$ cat config.mk
export PLATFORM = sky130hd
export DESIGN_NAME = multi_peer_stop_and_wait_control
export DESIGN_NICKNAME = d
export VERILOG_FILES = /design/src/hdl/mpsw_pkg.sv /design/src/hdl/mpsw_ram.sv /design/src/hdl/mpsw_step.sv /design/src/hdl/multi_peer_stop_and_wait_control.sv
export SDC_FILE = /design/constraint.sdc
export NUM_CORES = 1
export LEC_CHECK = 0
export ABC_CLOCK_PERIOD_IN_PS = 20600
export BUFFER_PORTS_ARGS = -buffer_cell sky130_fd_sc_hd__buf_2
export CAP_MARGIN = 10
export CORE_ASPECT_RATIO = 0.7
export CORE_MARGIN = 5
export CORE_UTILIZATION = 45
export DETAILED_ROUTE_END_ITERATION = 7
export HOLD_SLACK_MARGIN = 0.05
export PLACE_DENSITY = 0.58
export SLEW_MARGIN = 30
export SYNTH_ARGS = -nofsm -noshare
export SYNTH_HDL_FRONTEND = slang
export SYNTH_SLANG_ARGS = --single-unit
$ cat constraint.sdc
create_clock -name clk -period 20.6 [get_ports clk]
set_input_delay 2.06 -clock clk [delete_from_list [all_inputs] [get_ports clk]]
set_output_delay 2.06 -clock clk [all_outputs]
set_load 0.1 [all_outputs]
$ cat src/hdl/mpsw_pkg.sv
`default_nettype none
package mpsw_pkg;

	localparam logic [1:0] ACT_SEND    = 2'd0;
	localparam logic [1:0] ACT_RECV    = 2'd1;
	localparam logic [1:0] ACT_TIMEOUT = 2'd2;

	localparam int unsigned PEER_W   = 8;
	localparam int unsigned PEER_IDS = 256;

	typedef struct packed {
		logic next_send;
		logic ack_exp;
		logic frame_exp;
		logic timer_run;
	} entry_t;

	localparam int unsigned ENTRY_W = $bits(entry_t);

	typedef struct packed {
		logic [1:0]        action;
		logic [PEER_W-1:0] peer;
		logic              frame_is_ack;
		logic              frame_seq;
		logic              checksum_ok;
	} item_t;

	typedef struct packed {
		logic              send_frame;
		logic              send_is_ack;
		logic              send_seq;
		logic [PEER_W-1:0] send_peer;
		logic              from_stored;
		logic              deliver;
		logic              timer_start;
		logic              timer_stop;
		logic              app_enabled;
		logic              dropped;
	} result_t;

endpackage
`default_nettype wire

$ cat src/hdl/mpsw_ram.sv
`default_nettype none
module mpsw_ram #(
	parameter int unsigned WIDTH = 4,
	parameter int unsigned DEPTH = 256
) (
	input  wire logic                     clk,
	input  wire logic                     we,
	input  wire logic [$clog2(DEPTH)-1:0] waddr,
	input  wire logic [WIDTH-1:0]         wdata,
	input  wire logic                     re,
	input  wire logic [$clog2(DEPTH)-1:0] raddr,
	output logic      [WIDTH-1:0]         rdata
);

	logic [WIDTH-1:0] mem_q [DEPTH];

	always_ff @(posedge clk) begin
		if (we) begin
			mem_q[waddr] <= wdata;
		end
		if (re) begin
			rdata <= mem_q[raddr];
		end
	end

endmodule
`default_nettype wire

$ cat src/hdl/mpsw_step.sv
`default_nettype none
module mpsw_step
	import mpsw_pkg::*;
(
	input  wire item_t   item,
	input  wire entry_t  entry_in,
	input  wire logic    app_en_in,
	output entry_t       entry_out,
	output logic         app_en_out,
	output result_t      res
);

	always_comb begin
		entry_out  = entry_in;
		app_en_out = app_en_in;
		res        = '0;
		unique case (item.action)
			ACT_SEND: begin
				if (app_en_in) begin
					res.send_frame      = 1'b1;
					res.send_seq        = entry_in.next_send;
					res.send_peer       = item.peer;
					res.timer_start     = 1'b1;
					entry_out.timer_run = 1'b1;
					entry_out.next_send = ~entry_in.next_send;
					app_en_out          = 1'b0;
				end
			end
			ACT_RECV: begin
				if (!item.checksum_ok) begin
					res.dropped = 1'b1;
				end else if (item.frame_is_ack) begin
					if (item.frame_seq == entry_in.ack_exp) begin
						res.timer_stop      = 1'b1;
						entry_out.timer_run = 1'b0;
						entry_out.ack_exp   = ~entry_in.ack_exp;
						app_en_out          = 1'b1;
					end else begin
						res.dropped = 1'b1;
					end
				end else begin
					if (item.frame_seq == entry_in.frame_exp) begin
						res.deliver         = 1'b1;
						entry_out.frame_exp = ~entry_in.frame_exp;
					end else begin
						res.dropped = 1'b1;
					end
					res.send_frame  = 1'b1;
					res.send_is_ack = 1'b1;
					res.send_seq    = item.frame_seq;
					res.send_peer   = item.peer;
				end
			end
			ACT_TIMEOUT: begin
				if (entry_in.timer_run) begin
					res.send_frame  = 1'b1;
					res.send_seq    = entry_in.ack_exp;
					res.send_peer   = item.peer;
					res.from_stored = 1'b1;
					res.timer_start = 1'b1;
				end
			end
			default: begin
			end
		endcase
		res.app_enabled = app_en_out;
	end

endmodule
`default_nettype wire

$ cat src/hdl/multi_peer_stop_and_wait_control.sv
// pipeline: an accepted word is looked up in stage s1, then its result word is registered at the output
// throughput: one word per cycle while the output is not stalled; per-peer bits sit in a ram with a one-entry bypass
// reset: arst_n asynchronous active low, clears valid bits, timer marks read as zero
// reset: application enable comes up set, no ram clearing pass needed
`default_nettype none
module multi_peer_stop_and_wait_control
	import mpsw_pkg::*;
#(
	parameter int unsigned PEERS = 256
) (
	input  wire logic        clk,
	input  wire logic        arst_n,
	input  wire logic        s_axis_tvalid,
	output logic             s_axis_tready,
	// peer[7:0], frame_seq[8], checksum_ok[9], zero fill
	input  wire logic [15:0] s_axis_tdata,
	// action[1:0], frame_is_ack[2]
	input  wire logic [2:0]  s_axis_tuser,
	output logic             m_axis_tvalid,
	input  wire logic        m_axis_tready,
	// send_frame[0], send_seq[1], send_peer[9:2], from_stored[10], deliver[11],
	// timer_start[12], timer_stop[13], app_enabled[14], dropped[15]
	output logic      [15:0] m_axis_tdata,
	// send_is_ack[0]
	output logic      [0:0]  m_axis_tuser
);

	localparam int unsigned USED  = (PEERS < PEER_IDS) ? PEERS : PEER_IDS;
	localparam int unsigned IDX_W = $clog2(USED);

	// peer id to table entry
	logic [IDX_W-1:0] peer_map [PEER_IDS];

	for (genvar i = 0; i < PEER_IDS; i++) begin : g_map
		localparam int unsigned M = i % PEERS;
		assign peer_map[i] = IDX_W'(M);
	end

	item_t            item_in;
	logic [IDX_W-1:0] idx_in;
	logic             accept;
	logic             advance;

	item_t            item_s1;
	logic [IDX_W-1:0] idx_s1;
	logic             valid_s1;
	logic             byp_s1;
	entry_t           byp_data_s1;

	logic [USED-1:0]  entry_valid_q;
	logic             app_en_q;

	logic [ENTRY_W-1:0] rdata;
	entry_t             entry_cur;
	entry_t             entry_nxt;
	logic               app_en_nxt;
	result_t            res;
	result_t            res_q;
	logic               out_valid_q;

	assign item_in.action       = s_axis_tuser[1:0];
	assign item_in.frame_is_ack = s_axis_tuser[2];
	assign item_in.peer         = s_axis_tdata[PEER_W-1:0];
	assign item_in.frame_seq    = s_axis_tdata[8];
	assign item_in.checksum_ok  = s_axis_tdata[9];
	assign idx_in               = peer_map[item_in.peer];

	assign advance       = valid_s1 && (!out_valid_q || m_axis_tready);
	assign s_axis_tready = !valid_s1 || advance;
	assign accept        = s_axis_tvalid && s_axis_tready;

	mpsw_ram #(
		.WIDTH(ENTRY_W),
		.DEPTH(USED)
	) u_ram (
		.clk  (clk),
		.we   (advance),
		.waddr(idx_s1),
		.wdata(entry_nxt),
		.re   (accept),
		.raddr(idx_in),
		.rdata(rdata)
	);

	always_comb begin
		priority if (byp_s1) begin
			entry_cur = byp_data_s1;
		end else if (entry_valid_q[idx_s1]) begin
			entry_cur = entry_t'(rdata);
		end else begin
			entry_cur = '0;
		end
	end

	mpsw_step u_step (
		.item      (item_s1),
		.entry_in  (entry_cur),
		.app_en_in (app_en_q),
		.entry_out (entry_nxt),
		.app_en_out(app_en_nxt),
		.res       (res)
	);

	always_ff @(posedge clk or negedge arst_n) begin
		if (!arst_n) begin
			valid_s1      <= 1'b0;
			byp_s1        <= 1'b0;
			entry_valid_q <= '0;
			app_en_q      <= 1'b1;
			out_valid_q   <= 1'b0;
		end else begin
			if (accept) begin
				valid_s1 <= 1'b1;
				byp_s1   <= advance && (idx_in == idx_s1);
			end else if (advance) begin
				valid_s1 <= 1'b0;
				byp_s1   <= 1'b0;
			end
			if (advance) begin
				entry_valid_q[idx_s1] <= 1'b1;
				app_en_q              <= app_en_nxt;
				out_valid_q           <= 1'b1;
			end else if (m_axis_tready) begin
				out_valid_q <= 1'b0;
			end
		end
	end

	always_ff @(posedge clk) begin
		if (accept) begin
			item_s1     <= item_in;
			idx_s1      <= idx_in;
			byp_data_s1 <= entry_nxt;
		end
		if (advance) begin
			res_q <= res;
		end
	end

	assign m_axis_tvalid     = out_valid_q;
	assign m_axis_tuser[0]   = res_q.send_is_ack;
	assign m_axis_tdata[0]   = res_q.send_frame;
	assign m_axis_tdata[1]   = res_q.send_seq;
	assign m_axis_tdata[9:2] = res_q.send_peer;
	assign m_axis_tdata[10]  = res_q.from_stored;
	assign m_axis_tdata[11]  = res_q.deliver;
	assign m_axis_tdata[12]  = res_q.timer_start;
	assign m_axis_tdata[13]  = res_q.timer_stop;
	assign m_axis_tdata[14]  = res_q.app_enabled;
	assign m_axis_tdata[15]  = res_q.dropped;

endmodule
`default_nettype wire
# Yosys cells after proc, flatten, opt, wreduce, memory -nomap -nowiden
# Memories as Yosys holds them, arrays and structs flattened. A register that Yosys moved wholly into a read port is not among the register bits.
# Index checks and enable logic that the tools add are counted.
dict set report totals {
  regBits 302
  latch_bits 0
  ramBits 1024
  mem_bits_ro 2048
  out_inout_bits 19
  word_cells 102
  memories 2
}
# memory words width rd rd_clocked_by_memory_dff write_ports line_no
set mem_list {}
lappend mem_list {{(no name shown)} 256 8 1 0 0 multi_peer_stop_and_wait_control.sv:66} ;# assign idx_in = peer_map[item_in.peer];
lappend mem_list {u_ram.mem_q 256 4 1 1 1 mpsw_ram.sv:15} ;# logic [WIDTH-1:0] mem_q [DEPTH];
dict set report op_classes {
  n_addsub 0
  mul 0
  div_mod_pow 0
  n_lt_le_gt_ge 3
  n_eq_ne 5
  shift 0
  mux 46
  bitwise 7
  n_reduce_logical 14
}
# op n
set op_table {}
lappend op_table {{bitwise OR 256 bit} 1}
lappend op_table {{two-way mux 1 bit} 29}
lappend op_table {{one-hot mux 9 bit (3 select lines)} 1}
lappend op_table {{two-way mux 11 bit} 2}
lappend op_table {{two-way mux 8 bit} 2}
lappend op_table {{two-way mux 10 bit} 1}
lappend op_table {{greater-or-equal comparator 9 bit (second input constant)} 1}
lappend op_table {{less-than comparator 8 x 9 -> 1 bit (second input constant)} 1}
lappend op_table {{two-way mux 9 bit} 1}
lappend op_table {{inverter 8 -> 9 bit} 1}
lappend op_table {{binary-select mux 1 bit (select 8 bit)} 1}
lappend op_table {{demux 1 bit (select 8 bit)} 1}
lappend op_table {{equality test 8 bit} 1}
lappend op_table {{greater-or-equal comparator 8 x 1 -> 1 bit (second input constant)} 1}
lappend op_table {{two-way mux 4 bit} 2}
lappend op_table {{one-hot mux 1 bit (2 select lines)} 3}
lappend op_table {{inverter 1 bit} 5}
lappend op_table {{logical AND 1 bit} 4}
lappend op_table {{nonzero test 2 bit} 2}
lappend op_table {{two-way mux 3 bit} 1}
lappend op_table {{one-hot mux 1 bit (3 select lines)} 1}
lappend op_table {{AND reduction 3 bit} 1}
lappend op_table {{OR reduction 3 bit} 1}
lappend op_table {{equality test 1 bit} 2}
lappend op_table {{7 further kinds} 9}

# Logic depth before layout (Yosys ltp)
# Gate-level depths: netlist of run 1.
dict set report logic_depth {
  word_depth 9
  ltp_mapped 15
}

# Cells and area by module
# From an unflattened synthesis of run 1, not the netlist that was laid out.
dict set report hier_totals {
  cells_unflattened 2946
  hier_area_um2 53481.3
}
# mod instances cells_each area_per_inst_um2 seq_area_each_um2
set by_module_without_submodules {}
lappend by_module_without_submodules {mpsw_ram 1 2051 40715.3 30869.6}
lappend by_module_without_submodules {multi_peer_stop_and_wait_control 1 847 12438.2 7528.5}
lappend by_module_without_submodules {mpsw_step 1 48 327.8 0.0}

# Least setup slack after synthesis of run 1
# No wires, ideal clock.
dict set report synth_path {
  path_kind {reg-to-reg}
  start {register item_s1[3] (netlist name)}
  end {register byp_data_s1[1] (netlist bit), data pin}
  setup_ps 2279
  t_arrival_ps 12546
  t_required_ps 18321
  path_slack_ps 5775
  path_stages_with_launch 14
  cell_sequence {edfxtp_1 > buf_6 > buf_12 > buf_12 > buf_6 > buf_6 > mux2i_1 > a22oi_1 > a21oi_1 > nor4b_2 > a211oi_2 > a21oi_2 > a31oi_1 > a21boi_0}
}
# element line_no
set synth_rtl {}
lappend synth_rtl {{end signal: assignment} multi_peer_stop_and_wait_control.sv:133} ;# byp_data_s1 <= entry_nxt;
lappend synth_rtl {{end: declaration} multi_peer_stop_and_wait_control.sv:48} ;# entry_t byp_data_s1;

==> flow_metrics.env, run 1 <==
export IMPL_outcome="finished, final reports clean"
export IMPL_tritoncts="done"
export IMPL_die_area_mm2=0.1231
export IMPL_dpl_hpwl_um=78740
export IMPL_cts_inserted_buffers=115
export IMPL_first_iter_violations=2873
export IMPL_dp_worst_setup_slack_ns=13.90
export IMPL_ant_nets=0
export IMPL_post_route_worst_setup_slack_ns=14.07
export IMPL_io_pins=42
export IMPL_cts_root_to_sink_buffers=3
export IMPL_floorplan_initialDensity_pct=45.35
export IMPL_total_leakage_power_nw=20.60
export IMPL_gp_congestion=0.8277
export IMPL_h_tree_depth=3
export IMPL_post_cts_resized_instances=0
export IMPL_grt_first_pass_wirelength_um=186500
export IMPL_worst_endpoint_required_ns=21.01
export IMPL_timing_critical_path_mode_cell="sky130_fd_sc_hd__buf_4"
export IMPL_cts_root_buffer_cell="sky130_fd_sc_hd__clkbuf_16"
export IMPL_io_buffer_count=35
export IMPL_fmax_mhz=153.2
export IMPL_area_growth_synth_to_final_pct=11.63
export IMPL_grt_met1_usage_pct=30.86
export IMPL_yosys_area_top_type="sky130_fd_sc_hd__edfxtp_1"
export IMPL_via_per_inst=5.886
export IMPL_wirelength_um=128700
export IMPL_tot_gr_track_use_pct=21.11
export IMPL_maxSlewViolCount=0
export IMPL_ir_worst_vdd_mv=0.07101
export IMPL_synth_most_common_cell="sky130_fd_sc_hd__edfxtp_1"
export IMPL_gr_max_usage_layer="met1"
export IMPL_grt_overflow_total=0
export IMPL_layout_nets=2700
export IMPL_crit_family="buffers and inverters"
export IMPL_number_of_buffers_added_to_fix_hold_violations_after_cts=0
export IMPL_layout_drive_gt1_share_pct=33.74
export IMPL_hold_path_class="reg -> reg"
export IMPL_timing_setup_tns_ns=0
export IMPL_final_min_period_over_clock_period_pct=31.68
export IMPL_routed_via_count=25400
export IMPL_cts_sinks=1322
export IMPL_die_x_um=417.2
export IMPL_fin_total_pwr_mw=5.721
export IMPL_core_rowCount=104
export IMPL_critPathBufInv=4
export IMPL_grt_start_max_net_pins=183
export IMPL_count_of_synthesis_stage_warnings_from_yosys=0
export IMPL_syn_num_nets=2647
export IMPL_die_h_um=295.0
export IMPL_relative_slew_slack_pct=35.06
export IMPL_yosys_register_bits=1322
export IMPL_start_kind="flip-flop"
export IMPL_timing_critical_path_arrival_ns=6.94
export IMPL_detailed_routing_iterations_pass_1=5
export IMPL_worst_path_max_fanout=65
export IMPL_netlist_area_leader_share_pct=61.06
export IMPL_cp_cell_instances="buf_4 -> buf_4 -> mux4_2 -> mux2i_1 -> o22ai_1 -> o21a_1 -> a2111oi_0 -> a311o_2 -> o21ai_1 -> a31oi_4 -> buf_4 -> buf_4"
export IMPL_synth_yosys_seq_area_share_pct=73.52
export IMPL_routed_wire_length_per_instance_um=29.82
export IMPL_powerDensity_mw_per_mm2=98.12
export IMPL_synthCells=2623
export IMPL_critical_path_max_stage_delay_ns=0.64
export IMPL_rsz_0062_raised_after_global_routing="no"
export IMPL_syn_mean_instance_area_um2=19.91
export IMPL_synth_async_sr_flop_share_pct=19.67
export IMPL_cts_clk_slew_worst_paths_ns=0.07
export IMPL_crit_slowest_cell="sky130_fd_sc_hd__buf_4"
export IMPL_ys_types=57
export IMPL_remaining_drc_errors=0
export IMPL_finalInstanceArea_mm2=0.05830
export IMPL_period_minus_slack_ns=6.527
export IMPL_netlist_area_before_placement_mm2=0.05223
export IMPL_floorplan_core_area_mm2=0.1152
export IMPL_setup_viol=0
export IMPL_cap_viol_max_count=0
export IMPL_grt_use_met3_pct=7.400
export IMPL_synth_enable_flop_cells=1062
export IMPL_globalRouteMet2Util_pct=30.52
export IMPL_post_cts_setup_repair_buffer_count=0
export IMPL_vias_in_the_first_global_route=26190
export IMPL_synth_flop_type="sky130_fd_sc_hd__edfxtp_1"
export IMPL_critical_path_class="reg -> reg"
export IMPL_hold_slack_ns=0.4593
export IMPL_hold_viol_final=0
export IMPL_skew_ns=0.02600
export IMPL_critical_path_endpoint_type="flip-flop"
export IMPL_yosys_top_cells_count="sky130_fd_sc_hd__edfxtp_1 (1,062), sky130_fd_sc_hd__mux4_2 (389), sky130_fd_sc_hd__nor2_1 (271)"
export IMPL_dpl_instance_area_mm2=0.05415
export IMPL_synth_area_leaders="sky130_fd_sc_hd__edfxtp_1 (61%), sky130_fd_sc_hd__mux4_2 (17%), sky130_fd_sc_hd__dfrtp_1 (12%), sky130_fd_sc_hd__or2_2 (3.1%), sky130_fd_sc_hd__nor2_1 (1.9%)"
export IMPL_initial_antenna_violation_count=4
export IMPL_worst_pin_slew_ns=0.9714
export IMPL_insertion_delay_ns=0.72
==> kinds of logic (layout without fill, tap and decap cells) <==
| logic type | after synthesis | in the layout | share of synthesized area (%) |
|---|---|---|---|
| fa+ha+maj | 1 | 1 | 0.02395 |
| flops | 1322 | 1322 | 73.52 |
| buf+inv | 153 | 307 | 1.358 |
| compound gates | 69 | 69 | 1.040 |
| simple gates | 629 | 629 | 6.054 |
| xor+xnor | 9 | 9 | 0.1509 |
| other cells | 0 | 1 | 0 |
| mux | 440 | 440 | 17.86 |
==> flip-flops by register name, summed over array words and instances, names as in the netlist <==
name	count
valid_s1	1
entry_valid_q	256
byp_s1	1
u_ram.rdata	4
m_axis_tdata	16
byp_data_s1	4
u_ram.mem_q	1024
m_axis_tvalid	1
m_axis_tuser	1
app_en_q	1
item_s1	13
==> placed cells by master, fill, tap and decap left out, types with 5 or more instances in the layout <==
master / instances
sky130_fd_sc_hd__edfxtp_1: 1062
sky130_fd_sc_hd__mux4_2: 389
sky130_fd_sc_hd__nor2_1: 271
sky130_fd_sc_hd__dfrtp_1: 259
sky130_fd_sc_hd__or2_2: 257
sky130_fd_sc_hd__clkbuf_16: 121
sky130_fd_sc_hd__mux2i_1: 43
sky130_fd_sc_hd__nand2_1: 31
sky130_fd_sc_hd__clkbuf_1: 30
sky130_fd_sc_hd__buf_2: 30
sky130_fd_sc_hd__clkbuf_8: 28
sky130_fd_sc_hd__buf_4: 28
sky130_fd_sc_hd__nand3_1: 18
sky130_fd_sc_hd__nor2b_1: 14
sky130_fd_sc_hd__a22oi_1: 14
sky130_fd_sc_hd__clkinv_2: 14
sky130_fd_sc_hd__inv_1: 10
sky130_fd_sc_hd__bufinv_16: 10
sky130_fd_sc_hd__a21oi_1: 8
sky130_fd_sc_hd__nand2_2: 8
sky130_fd_sc_hd__buf_6: 8
sky130_fd_sc_hd__a21boi_1: 7
sky130_fd_sc_hd__nand2b_1: 6
sky130_fd_sc_hd__clkinv_1: 6
sky130_fd_sc_hd__and2_1: 5
sky130_fd_sc_hd__o22ai_1: 5
sky130_fd_sc_hd__xor2_1: 5
sky130_fd_sc_hd__buf_16: 5
==> routing by layer <==
metal  vias to the layer above  share of wire (%)
met5                         -               0.15
met4                         4                2.7
met3                       176                 10
met2                      1026                 44
met1                     13700                 43
li1                      10490                  -
==> area by class of cell <==
cell class                      count  area [um^2]
Clock buffer                      179         3526
Inverter                           11        41.29
Clock inverter                     39        490.5
Timing Repair Buffer               78        708.2
Fill cell                        9113        56860
Sequential cell                  1322        38400
Antenna cell                        1        2.502
Multi-Input combinational cell   1148        13220
Tap cell                         1537         1923
==> through the flow <==
stage,util (%),cells
2_1_floorplan,-,2623
3_3_place_gp,46.96,4089
4_1_cts,50.51,4310
3_5_place_dp,47.02,4092
5_1_grt,50.63,4314
6_report,50.63,4315
==> final timing paths <==
path	start	end	slack, ns	cells after the start
max in group asynchronous	arst_n	entry_valid_q[46]$_DFFE_PN0P_	17.30	4
min	entry_valid_q[157]$_DFFE_PN0P_	entry_valid_q[157]$_DFFE_PN0P_	0.46	1
max reg2reg	item_s1[3]$_DFFE_PP_	u_ram.mem_q[189][0]$_DFFE_PP_	14.07	12
min in group asynchronous	arst_n	entry_valid_q[125]$_DFFE_PN0P_	1.35	1
max	item_s1[3]$_DFFE_PP_	u_ram.mem_q[189][0]$_DFFE_PP_	14.07	12
min reg2reg	entry_valid_q[157]$_DFFE_PN0P_	entry_valid_q[157]$_DFFE_PN0P_	0.46	1
==> report_power, final <==
part           internal, mW  leakage, nW  switching [mW]  total (mW)
Sequential             2.99         13.3          0.0260        3.02
Clock                  1.30         1.97           0.968        2.27
Combinational         0.151         5.36           0.279       0.431
Total                  4.45         20.6            1.27        5.72
No activity file was read; power rests on OpenSTA's default activity.
==> inputs of run 2 (changes only) <==
Settings changed: ABC_AREA from default to 1, ABC_CLOCK_PERIOD_IN_PS 20600 to 5900, PLACE_DENSITY 0.58 to 0.6.
Clock period 20.6 ns to 5.9 ns, I/O delays scaled along.
==> run 2 against run 1 <==
Effect of this change:
- combinational power increased to 8.2 times the previous value
- maximum frequency increased by 16%
- largest cell class unchanged
- largest power group unchanged
- non-clock buffer count increased by 57
- hold slack got worse by 0.28 ns
- global-route usage increased by 3.0 points
- clock skew increased by 0.0042 ns
==> flow_metrics.env, run 2 <==
export IMPL_setup_worst_path_start="item_s1[5]$_DFFE_PP_"
export IMPL_start_kind="flip-flop"
export IMPL_cap_viol_max_count=0
export IMPL_die_area_mm2=0.1269
export IMPL_syn_num_nets=4728
export IMPL_critical_path_class="reg -> reg"
export IMPL_core_rowCount=106
export IMPL_most_common_library_cell_in_the_layout_ignoring_fill_and_taps="sky130_fd_sc_hd__edfxtp_1"
export IMPL_floorplan_initialDensity_pct=45.24
export IMPL_area_growth_synth_to_final_pct=11.21
export IMPL_synthCells=4704
export IMPL_maxSlewViolCount=0
export IMPL_syn_mean_instance_area_um2=11.45
export IMPL_yosys_top_cells_count="sky130_fd_sc_hd__edfxtp_1 (1,062), sky130_fd_sc_hd__nor2_1 (1,006), sky130_fd_sc_hd__o21ai_0 (787)"
export IMPL_netlist_area_leader_share_pct=59.19
export IMPL_cts_sinks=1322
export IMPL_dpl_hpwl_um=89920
export IMPL_fmax_mhz=178.1
export IMPL_tot_gr_track_use_pct=24.12
export IMPL_die_h_um=299.5
export IMPL_routed_via_count=36550
export IMPL_final_cell_mix="sky130_fd_sc_hd__edfxtp_1 (1,062), sky130_fd_sc_hd__nor2_1 (1,001), sky130_fd_sc_hd__o21ai_0 (785)"
export IMPL_timing_critical_path_arrival_ns=5.94
export IMPL_wirelength_um=154500
export IMPL_total_leakage_power_nw=21.95
export IMPL_powerDensity_mw_per_mm2=386.1
export IMPL_period_minus_slack_ns=5.613
export IMPL_grt_first_pass_wirelength_um=229700
export IMPL_ys_types=35
export IMPL_layout_drive_gt1_share_pct=10.92
export IMPL_outcome="finished, final reports clean"
export IMPL_skew_ns=0.03018
export IMPL_hold_slack_ns=0.1787
export IMPL_top_register="u_ram.mem_q"
export IMPL_dp_cells=6067
export IMPL_rsz_0062_raised_after_global_routing="no"
export IMPL_grt_overflow_total=0
export IMPL_layout_cells_non_filler=6310
export IMPL_cts_inserted_buffers=130
export IMPL_largest_register_ffs=1024
export IMPL_floorplan_core_area_mm2=0.1191
export IMPL_die_x_um=423.6
export IMPL_number_of_buffers_added_to_fix_hold_violations_after_cts=8
export IMPL_ant_nets=0
export IMPL_crit_reg2reg_launch="item_s1[5]$_DFFE_PP_"
export IMPL_detailed_routing_iterations_pass_1=5
export IMPL_hold_viol_final=0
export IMPL_synth_yosys_seq_area_share_pct=71.27
export IMPL_grt_start_max_net_pins=145
export IMPL_critical_path_endpoint_type="flip-flop"
export IMPL_io_pins=42
export IMPL_routed_wire_length_per_instance_um=24.49
export IMPL_io_buffer_count=35
export IMPL_cts_clk_slew_worst_paths_ns=0.06
export IMPL_final_min_period_over_clock_period_pct=95.14
export IMPL_initial_antenna_violation_count=8
export IMPL_synth_flop_type="sky130_fd_sc_hd__edfxtp_1"
export IMPL_relative_slew_slack_pct=27.48
export IMPL_ir_worst_vdd_mv=0.4932
export IMPL_hold_path_class="in -> reg"
export IMPL_synth_async_sr_flop_share_pct=19.67
export IMPL_via_per_inst=5.793
export IMPL_setup_viol=0
export IMPL_remaining_drc_errors=0
export IMPL_layout_nets=4665
export IMPL_insertion_delay_ns=0.76
export IMPL_cts_root_to_sink_buffers=3
export IMPL_synth_most_common_cell="sky130_fd_sc_hd__edfxtp_1"
export IMPL_synth_area_leaders="sky130_fd_sc_hd__edfxtp_1 (59%), sky130_fd_sc_hd__dfrtp_1 (12%), sky130_fd_sc_hd__o21ai_0 (7.3%), sky130_fd_sc_hd__nor2_1 (7.0%), sky130_fd_sc_hd__o22ai_1 (3.6%)"
export IMPL_tritoncts="done"
export IMPL_netlist_area_before_placement_mm2=0.05388
export IMPL_hold_path_startpoint="s_axis_tdata[3]"
export IMPL_post_cts_setup_repair_buffer_count=0
export IMPL_yosys_register_bits=1322
export IMPL_timing_setup_tns_ns=0
export IMPL_count_of_synthesis_stage_warnings_from_yosys=0
export IMPL_worst_path_max_fanout=113
export IMPL_worst_endpoint_required_ns=6.23
export IMPL_cts_root_buffer_cell="sky130_fd_sc_hd__clkbuf_16"
export IMPL_h_tree_depth=4
export IMPL_vias_in_the_first_global_route=34400
export IMPL_post_cts_resized_instances=0
export IMPL_first_iter_violations=4599
export IMPL_yosys_area_top_type="sky130_fd_sc_hd__edfxtp_1"
export IMPL_synth_enable_flop_cells=1062
export IMPL_worst_pin_slew_ns=1.087
export IMPL_gp_congestion=0.8474
[run 2: cell types whose count changed in the layout (fill, tap and decap cells not counted), moves of 88 or more]
cell	delta
sky130_fd_sc_hd__o21ai_0	+783
sky130_fd_sc_hd__nand2_1	+445
sky130_fd_sc_hd__or2_2	-88
sky130_fd_sc_hd__mux4_2	-389
sky130_fd_sc_hd__nor2_1	+730
sky130_fd_sc_hd__inv_1	+108
sky130_fd_sc_hd__o22ai_1	+304
[run 2: logic make-up after synthesis]
logic type	share of synthesized area [%]
AOI/OAI and AO/OA	11.92
xor gates and xnor gates	0.06502
adders and majority gates	0.02322
buffers and inverters	3.525
DFF	71.27
and+or+nand+nor	13.19
[run 2: per-layer routing]
layer  share of wire [%]  global-route usage, %  vias to the layer above
li1                    -                      -                    16500
met1                  46                  37.24                    18140
met2                  41                  33.42                     1680
met3                  11                  6.586                      227
met4                 2.3                  6.749                        6
met5               0.028                      0                        -
[run 2: worst max-delay path, cell delays in order (launching register included)]
cell,delay [ns]
sky130_fd_sc_hd__edfxtp_1,0.49
sky130_fd_sc_hd__nand2_1,0.11
sky130_fd_sc_hd__clkinv_1,0.80
sky130_fd_sc_hd__nand2_1,0.29
sky130_fd_sc_hd__nand2_1,0.07
sky130_fd_sc_hd__o21ai_1,0.73
sky130_fd_sc_hd__nand2_1,0.11
sky130_fd_sc_hd__nor2_1,0.13
sky130_fd_sc_hd__nor2_1,0.06
sky130_fd_sc_hd__nor2_1,0.35
sky130_fd_sc_hd__nand2_1,0.27
sky130_fd_sc_hd__nand2_1,0.18
sky130_fd_sc_hd__nand2_1,0.10
sky130_fd_sc_hd__nand2_1,0.09
sky130_fd_sc_hd__nand3_1,0.09
sky130_fd_sc_hd__nand2_1,0.11
sky130_fd_sc_hd__nand2_1,0.06
sky130_fd_sc_hd__nand2_1,0.09
sky130_fd_sc_hd__nand2_4,0.40
sky130_fd_sc_hd__buf_12,0.40
[run 2: area by class of cell]
| type | instances | area, um^2 |
|---|---|---|
| Antenna cell | 1 | 2.502 |
| Timing Repair Buffer | 135 | 1265 |
| Inverter | 129 | 508.0 |
| Tap cell | 1566 | 1959 |
| Clock buffer | 183 | 3659 |
| Clock inverter | 51 | 441.7 |
| Sequential cell | 1322 | 38400 |
| Multi-Input combinational cell | 2923 | 13690 |
| Fill cell | 10570 | 59180 |
[run 2: final timing paths]
kind | cells after the start | end | slack, ns
min reg2reg | 2 | entry_valid_q[220]$_DFFE_PN0P_ | 0.46
min | 1 | item_s1[6]$_DFFE_PP_ | 0.18
min in group asynchronous | 2 | entry_valid_q[77]$_DFFE_PN0P_ | 0.37
max | 19 | u_ram.mem_q[254][0]$_DFFE_PP_ | 0.29
max reg2reg | 19 | u_ram.mem_q[254][0]$_DFFE_PP_ | 0.29
max in group asynchronous | 3 | entry_valid_q[124]$_DFFE_PN0P_ | 4.14
[run 2: report_power, final]
group          internal [mW]  total [mW]  switching (mW)
clock network           4.64        8.17            3.54
logic                  0.769        3.52            2.75
registers               11.2        11.4           0.194
[run 2: through the flow]
| step | util (%) | setup slack, ns | power [mW] | area (um^2) |
|---|---|---|---|---|
| floorplan | - | 0.06124 | 13.85 | 53900 |
| global placement | 46.78 | 0.8597 | 15.07 | 55710 |
| detailed placement | 46.78 | 0.9741 | 15.12 | 55720 |
| CTS | 50.29 | 0.9573 | 23.21 | 59900 |
| global route | 50.31 | 0.1309 | 23.93 | 59920 |
| finish | 50.31 | 0.2866 | 23.14 | 59920 |
